**config.mk**
```make
export PLATFORM = sky130hd
export DESIGN_NAME = integer_to_ascii_formatter_unit
export DESIGN_NICKNAME = d
export VERILOG_FILES = /design/src/sv/itaf_pkg.sv /design/src/sv/integer_to_ascii_formatter_unit.sv
export SDC_FILE = /design/constraint.sdc
export NUM_CORES = 2
export LEC_CHECK = 0
export BUFFER_PORTS_ARGS = -buffer_cell sky130_fd_sc_hd__buf_4
export CORE_MARGIN = 2
export CORE_UTILIZATION = 45
export DETAILED_ROUTE_END_ITERATION = 8
export SYNTH_ARGS = -nofsm -noshare
export SYNTH_HDL_FRONTEND = slang
export SYNTH_SLANG_ARGS = --single-unit
```
**constraint.sdc**
```tcl
create_clock -name clk -period 6.4 [get_ports clk]
set_input_delay 0.32 -clock clk [delete_from_list [all_inputs] [get_ports clk]]
set_output_delay 0.32 -clock clk [all_outputs]
set_load 0.05 [all_outputs]
```
**src/sv/itaf_pkg.sv**
```systemverilog
// Shared constants and the digit-to-character function of the formatter.
`default_nettype none
package itaf_pkg;

	// kind selector codes
	localparam logic [1:0] KIND_SDEC = 2'd0;
	localparam logic [1:0] KIND_UDEC = 2'd1;
	localparam logic [1:0] KIND_LHEX = 2'd2;
	localparam logic [1:0] KIND_UHEX = 2'd3;

	localparam int unsigned MAX_DIGITS = 16;
	localparam int unsigned IDX_W      = $clog2(MAX_DIGITS);
	localparam int unsigned CNT_W      = $clog2(MAX_DIGITS + 1);

	localparam logic [7:0] ASCII_ZERO  = 8'h30;
	localparam logic [7:0] ASCII_MINUS = 8'h2D;
	localparam logic [7:0] ASCII_LA    = 8'h61;
	localparam logic [7:0] ASCII_UA    = 8'h41;
	localparam logic [7:0] ASCII_NINE  = 8'h39;
	localparam logic [7:0] ASCII_LF    = 8'h66;
	localparam logic [7:0] ASCII_UF    = 8'h46;

	localparam logic [3:0] DEC_BASE = 4'd10;

	// ceil(2^35 / 10): floor(w * RECIP10 / 2^35) == w / 10 for any 32-bit w
	localparam logic [31:0] RECIP10   = 32'hCCCC_CCCD;
	localparam int unsigned RECIP_SHR = 35;

	function automatic logic [7:0] digit_char(input logic [3:0] d, input logic upper);
		logic [7:0] base;
		base = upper ? ASCII_UA : ASCII_LA;
		if (d < DEC_BASE) begin
			digit_char = ASCII_ZERO + {4'b0, d};
		end else begin
			digit_char = base + {4'b0, d} - {4'b0, DEC_BASE};
		end
	endfunction

endpackage
`default_nettype wire

```
**src/sv/integer_to_ascii_formatter_unit.sv**
```systemverilog
// Top level: integer to ASCII decimal / hex formatter with a shared digit unit.
//
// Channel  Dir  Signals                              Content
// s_*      in   s_tvalid s_tready s_tdata s_tuser    one number + kind per transaction
// m_*      out  m_tvalid m_tready m_tdata m_tlast    one ASCII character per transaction
//
// Sequence: accept, then per digit either a multiply by 1/10 followed by a fold
//   of quotient and remainder (decimal) or a nibble shift (hex), then one
//   character out per cycle (sign included) while m_tready stays high.
//   The digit loop sets the worst case.
// s_tready is high only while the sequencer is idle; a finished last character
//   may still sit in the output register while the next number is taken.
// m_tready low stalls character emission only; the digit buffer holds.
// Reset (arst_n low) returns the sequencer to idle and drops m_tvalid.
`default_nettype none
module integer_to_ascii_formatter_unit #(
	parameter int unsigned VALUE_BITS = 64 // hex kinds use value[VALUE_BITS-1:0], 32..64
) (
	input  wire logic        clk,
	input  wire logic        arst_n,
	input  wire logic        s_tvalid,
	output logic             s_tready,
	input  wire logic [63:0] s_tdata,   // [63:0] value
	input  wire logic [1:0]  s_tuser,   // [1:0] kind
	output logic             m_tvalid,
	input  wire logic        m_tready,
	output logic [7:0]       m_tdata,   // [7:0] char_code
	output logic             m_tlast
);

	localparam int unsigned CNT_W = itaf_pkg::CNT_W;
	localparam int unsigned IDX_W = itaf_pkg::IDX_W;

	typedef enum logic [2:0] {
		ST_IDLE,
		ST_MUL,   // product of working value and 1/10
		ST_DIV,   // quotient back to work, remainder into digit buffer
		ST_HEX,   // low nibble into digit buffer, shift by 4
		ST_EMIT   // sign, then digits most significant first
	} state_t;

	state_t                  state_q;
	logic [VALUE_BITS-1:0]   work_q;
	logic [63:0]             prod_q;
	logic [CNT_W-1:0]        n_q;      // digits stored / digits left to emit
	logic                    neg_q;
	logic                    upper_q;
	logic                    m_tvalid_q;
	logic [7:0]              m_tdata_q;
	logic                    m_tlast_q;
	logic [3:0]              dig_q [itaf_pkg::MAX_DIGITS];

	logic                    is_dec;
	logic                    is_neg;
	logic [31:0]             mag;
	logic [63:0]             prod_d;
	logic [28:0]             quo;
	logic [31:0]             quo10;
	logic [31:0]             rem32;
	logic [CNT_W-1:0]        n_m1;
	logic                    dig_we;
	logic [3:0]              dig_wd;
	logic                    out_free;
	logic                    emit_go;

	assign is_dec = s_tuser inside {itaf_pkg::KIND_SDEC, itaf_pkg::KIND_UDEC};
	assign is_neg = (s_tuser == itaf_pkg::KIND_SDEC) && s_tdata[31];
	assign mag    = is_neg ? ((~s_tdata[31:0]) + 32'd1) : s_tdata[31:0];

	// shared arithmetic: one 32x32 multiply, registered before the fold
	assign prod_d = work_q[31:0] * itaf_pkg::RECIP10;
	assign quo    = prod_q[63:itaf_pkg::RECIP_SHR];
	assign quo10  = {quo, 3'b000} + {2'b00, quo, 1'b0};
	assign rem32  = work_q[31:0] - quo10;

	assign n_m1     = n_q - CNT_W'(1);
	assign out_free = !m_tvalid_q || m_tready;
	assign emit_go  = (state_q == ST_EMIT) && out_free;

	always_comb begin
		dig_we = 1'b0;
		dig_wd = work_q[3:0];
		case (state_q)
			ST_DIV: begin
				dig_we = 1'b1;
				dig_wd = rem32[3:0];
			end
			ST_HEX: begin
				dig_we = 1'b1;
			end
			default: begin
				dig_we = 1'b0;
			end
		endcase
	end

	always_ff @(posedge clk) begin
		if (dig_we) begin
			dig_q[n_q[IDX_W-1:0]] <= dig_wd;
		end
	end

	always_ff @(posedge clk or negedge arst_n) begin
		if (!arst_n) begin
			state_q    <= ST_IDLE;
			work_q     <= '0;
			prod_q     <= '0;
			n_q        <= '0;
			neg_q      <= 1'b0;
			upper_q    <= 1'b0;
			m_tvalid_q <= 1'b0;
			m_tdata_q  <= '0;
			m_tlast_q  <= 1'b0;
		end else begin
			// a new character replaces the one taken in the same cycle
			if (emit_go) begin
				m_tvalid_q <= 1'b1;
			end else if (m_tvalid_q && m_tready) begin
				m_tvalid_q <= 1'b0;
			end
			case (state_q)
				ST_IDLE: begin
					if (s_tvalid) begin
						n_q     <= '0;
						upper_q <= (s_tuser == itaf_pkg::KIND_UHEX);
						neg_q   <= is_neg;
						if (is_dec) begin
							work_q  <= VALUE_BITS'(mag);
							state_q <= ST_MUL;
						end else begin
							work_q  <= s_tdata[VALUE_BITS-1:0];
							state_q <= ST_HEX;
						end
					end
				end
				ST_MUL: begin
					prod_q  <= prod_d;
					state_q <= ST_DIV;
				end
				ST_DIV: begin
					n_q    <= n_q + CNT_W'(1);
					work_q <= VALUE_BITS'(quo);
					if (quo == '0) begin
						state_q <= ST_EMIT;
					end else begin
						state_q <= ST_MUL;
					end
				end
				ST_HEX: begin
					n_q    <= n_q + CNT_W'(1);
					work_q <= work_q >> 4;
					if ((work_q[VALUE_BITS-1:4] == '0) ||
					    (n_q == CNT_W'(itaf_pkg::MAX_DIGITS - 1))) begin
						state_q <= ST_EMIT;
					end
				end
				ST_EMIT: begin
					if (out_free) begin
						if (neg_q) begin
							m_tdata_q <= itaf_pkg::ASCII_MINUS;
							m_tlast_q <= 1'b0;
							neg_q     <= 1'b0;
						end else begin
							m_tdata_q <= itaf_pkg::digit_char(dig_q[n_m1[IDX_W-1:0]], upper_q);
							m_tlast_q <= (n_q == CNT_W'(1));
							n_q       <= n_m1;
							if (n_q == CNT_W'(1)) begin
								state_q <= ST_IDLE;
							end
						end
					end
				end
				default: begin
					state_q <= ST_IDLE;
				end
			endcase
		end
	end

	assign s_tready = (state_q == ST_IDLE);
	assign m_tvalid = m_tvalid_q;
	assign m_tdata  = m_tdata_q;
	assign m_tlast  = m_tlast_q;

endmodule
`default_nettype wire

```
Word level (Yosys, flattened, before mapping) --
Memory sizes are Yosys's and may differ from the RTL's. Cells that the tools add are included.
Word-level totals: input bits 70, bits in writable memories 64, flip-flop bits (word level) 148, output and inout bits 11, memories 1, word-level logic and storage cells 85
Memories:
- dig_q | depth 16, width 4, rd ports 1, clocked after Yosys merged registers in 0, write ports 1, line integer_to_ascii_formatter_unit.sv:51 | logic [3:0] dig_q [itaf_pkg::MAX_DIGITS];
Operators by class: equal/unequal tests 13, multiplexer cells 29, $lt $le $gt $ge 1, $mul 1, reduce and logical (&&, ||, !) cells 22, add/sub/neg operators 8, bitwise logic cells 1
Operator list (number):
- $pmux 64 s3 | 1
- $mux 64 | 2
- $mul 32x32->64 const B | 1
- $logic_not 60->1 | 1
- $add 32x1->32 const B | 1
- $mux 32 | 1
- $not 32->32 | 1
- $logic_not 29->1 | 1
- $mux 3 | 6
- $mux 8 | 2
- $mux 5 | 3
- $pmux 3 s5 | 1
- $pmux 5 s3 | 1
- $add 7x4->8 | 1
- $mux 1 | 8
- $ne 2x2->1 const B | 4
- $sub 8x4->8 const B | 1
- $add 6x4->7 const A | 1
- $eq 3x2->1 const B | 2
- $mux 6 | 1
- $reduce_and 2->1 | 3
- $reduce_bool 2->1 | 3
- $reduce_bool 3->1 | 2
- $add 5x1->5 const B | 1
- 23 further kinds | 26

Longest topological paths before layout --
depth after elaboration 6, gate-level depth with buffers 27, mapped depth without buffers 26

Least setup slack after synthesis --
No wires, ideal clock.
kind flip-flop to flip-flop, start point register work_q[18], end point register prod_q[60], path buffers 0, arrival 6.683 ns, library setup time 0.131 ns, cell stages (with the launch flop) 27, period minus slack after synthesis 6.815 ns, slack -0.415 ns, cells stage by stage dfrtp_1 > inv_1 > ha_1 > inv_1 > fa_1 > inv_1 > fa_1 > inv_1 > fa_1 > inv_1 > fa_1 > fa_1 > fa_1 > inv_1 > fa_1 > inv_1 > ha_1 > nand4_4 > nor3_4 > nand2_2 > a2111oi_4 > o2111ai_1 > nand3_2 > a21oi_2 > nor3_2 > nor3_1 > or3b_1
Between the ends: cells in the longest elaborated chain, start to end 1
RTL lines:
- from (decl) | line integer_to_ascii_formatter_unit.sv:43 | logic [VALUE_BITS-1:0] work_q;
- from (signal assigned) | line integer_to_ascii_formatter_unit.sv:128 | work_q <= VALUE_BITS'(mag);
- from (signal assigned) | line integer_to_ascii_formatter_unit.sv:131 | work_q <= s_tdata[VALUE_BITS-1:0];
- from (signal assigned) | line integer_to_ascii_formatter_unit.sv:142 | work_q <= VALUE_BITS'(quo);
- $mul 32x32->64 | line integer_to_ascii_formatter_unit.sv:71 | assign prod_d = work_q[31:0] * itaf_pkg::RECIP10;
- to (signal assigned) | line integer_to_ascii_formatter_unit.sv:137 | prod_q <= prod_d;
- to (decl) | line integer_to_ascii_formatter_unit.sv:44 | logic [63:0] prod_q;
No other way between the ends. A chain may end at the register's enable or synchronous reset.

Final worst setup path --
start point register work_q[16], end point register prod_q[61]
The elaborated chain is that of the path after synthesis.

==> impl_metrics.ini <==
[status]
status = complete, but fails checks
violations = negative hold slack, negative setup slack

[timing]
setup_ws_ps = -568.0
fmax_mhz = 143.5
rsz0062_at_grt = yes
tightest_slew_ps = 1304
setup-violations-final = 29
fin_crit_sh_pct = 108.9
holdWs_ps = -9.893
fin_skew_ps = 26.36
min_period_ps = 6968
relSlewSlack_pct = 12.75
hold_viol_final = 13
slew_violations = 0

[critical_path]
cp-end-kind = register
path_class = reg2reg
r2r_slack_ps = -570
cp-start-kind = register
cp_data_required_time_ps = 6690
cp_max_fo = 4
cp.arrival_ps = 7260

[cells_and_area]
area_growth_pct = 22.15
multi_input_area_um2 = 19740
fillers = 5088
drive_above_1_share_pct = 23.19
antenna_cells = 0
regArea_um2 = 4755
nNetsFinal = 3834

[grt]
grt_max_degree = 72
grt_pass1_vias = 21480
overflow = 0
grt_pass1_wl_mm = 127.4
antenna_found_initial = 1
grt_usage_pct = 28.38

[yosys]
synth_compound_area_share_pct = 10.46
synth.avg_cell_area_um2 = 10.03
async_reset_ff_share_pct = 63.64
ys.flop_type = dfrtp_1
synth_top_family_by_area = adder cells
synthesis.area_um2 = 26050
netlist_instances = 2598
synthXorXnorAreaFrac_pct = 3.597
synth-edff-count = 64
ys_warn_count = 0
synth_fp_nets = 3427
ys_seq_area_share_pct = 18.13
yosys.area_share.adder_pct = 47.57
synth.distinct_cells = 87
synth.area.mux_share_pct = 2.805
synth-simple-area-share_pct = 7.636
synth-seq-cells = 176

[clock_tree]
htreeDepth = 4
cts_tree = yes
clock_latency_ps = 450
cts_sinks = 176
cts_max_path_buffers = 2
cts_buffers = 17
clockRootBuffer = clkbuf_16
path_clk_slew_ps = 80
ctsHoldBuffers = 0

[die]
core_region_area_um2 = 57480
die_x_um = 244.6
dieHeight_um = 244.6
ios = 81
die_area_um2 = 59830
row_count = 88
initial_utilization_pct = 45.33

[placement]
place.gp.congestion = 1.052
dp_hpwl_mm = 70.46
port_buffers = 79
post-place-ws_ps = -661.5

[route]
vias = 20040
routed_via_density = 5.298
antenna_left = 0
wl_mm = 81.54
drc = 0
dr.first_iter.drc_count = 1238
wl_per_cell_um = 21.55
dr.pass1.iters = 5

[min_path]
hold_class = in2async

[flow_run]
cap_violations = 0
## layout by cell type, fill, tap and decap left out, drive strengths merged, types with 44 or more instances in the layout
cell type	n
dfrtp	112
xnor2	55
nor2	44
o21ai	173
inv	585
fa	386
buf	463
nand2	199
a21oi	99
a21o	48
edfxtp	64
xor2	52
ha	373
## worst paths after layout
kind                                         from                      to  depth (start not counted)
setup / recovery           work_q[16]$_DFFE_PN0P_  prod_q[61]$_DFFE_PN0P_                         24
hold / removal                             arst_n  work_q[27]$_DFFE_PN0P_                          1
setup reg to reg           work_q[16]$_DFFE_PN0P_  prod_q[61]$_DFFE_PN0P_                         24
hold reg to reg               m_tlast$_DFFE_PN0P_     m_tlast$_DFFE_PN0P_                          2
max in group asynchronous                  arst_n  state_q[0]$_DFFE_PN0P_                          2
min in group clk                      s_tdata[61]  work_q[61]$_DFFE_PN0P_                          3
## Yosys cell counts (5+ instances only)
master      n  area (µm²)
inv_1     581        2181
fa_1      386        7727
ha_1      373        4667
nand2_1   198       743.2
o21ai_0   164       820.8
dfrtp_1   112        2803
a21oi_1    98       490.5
edfxtp_1   64        1922
clkbuf_1   55       206.5
xnor2_1    55       481.7
xor2_1     52       455.4
a21o_1     47       352.8
nor2_1     44       165.2
a22oi_1    28       210.2
mux2i_1    28       280.3
nand3_1    27       135.1
nor3_1     26       130.1
and2_1     25       156.4
mux4_2     20       450.4
nand4_1    20       125.1
o21bai_1   17       127.6
nor4_1     16       100.1
and3_1     14       87.58
o31ai_1    13       97.59
nor2b_1     9       56.30
a31oi_1     8       50.05
nand2b_1    7       43.79
buf_1       6       22.52
o21ai_1     6       30.03
o211ai_1    5       37.54
o21a_1      5       37.54
## flip-flops by register name, summed over array words and instances, names as in the netlist
name and count:
dig_q 64, work_q 64, prod_q 29, m_tdata 7, n_q 5, state_q 3, m_tlast 1, m_tvalid 1
neg_q 1, upper_q 1
## timing repair
action	4_1_cts	5_1_grt
endpoints found under the setup margin	29	29
gates resized for setup	81	49
buffers inserted	19	11
pin swaps	54	44
## per-layer routing
metal / global-route usage (%) / vias to the layer above / wire, µm
met5: 0 / - / 13
met4: 10.11 / 2 / 3400
met3: 4.024 / 123 / 3713
met2: 48.21 / 507 / 39980
met1: 37.05 / 10170 / 34430
li1: - / 9239 / -
## cell families after synthesis
kind of cell,Yosys count
AND/OR/NAND/NOR,412
XOR/XNOR,107
other,1
multiplexers,48
flip-flops,176
buffers and inverters,656
AO/OA/AOI/OAI,439
adder cells (fa/ha/maj),759
## worst max-delay path, cell delays in order, from the launching register on
cell and delay, ps:
dfrtp_2 460, buf_6 140, ha_4 180, inv_1 80, fa_1 510, inv_1 50
fa_1 510, inv_1 70, fa_1 500, inv_1 60, fa_2 570, fa_1 420
fa_1 450, fa_1 540, ha_4 230, a21o_1 170, a21oi_2 150, o21ai_0 100
a41o_1 280, nor3_4 210, o31a_1 370, o211ai_1 180, a311oi_1 330, xor2_1 180
o21ai_1 70
## stage by stage
step	hold slack, ps	cell area [µm²]	setup TNS [ps]	instances	util, %
finish	-9.893	31820	-11630	3783	55.37
global route	29.38	31820	-18560	3783	55.37
CTS	1.204	31490	-10090	3772	54.78
detailed placement	490.4	30350	-15050	3723	52.81
global placement	472.9	30350	-13660	3723	52.81
floorplan	24.41	26440	-127.0	2598	-
## area by class of cell
cell class / instances / share of cell area, %
Multi-Input combinational cell: 1766 / 62.04
Clock inverter: 13 / 0.4364
Sequential cell: 176 / 14.94
Tap cell: 765 / 3.008
Timing Repair Buffer: 463 / 11.27
Clock buffer: 19 / 1.427
Inverter: 581 / 6.876
Power is not shown: default switching activity piles up to over one toggle a cycle in this logic, so the estimate is an artifact.
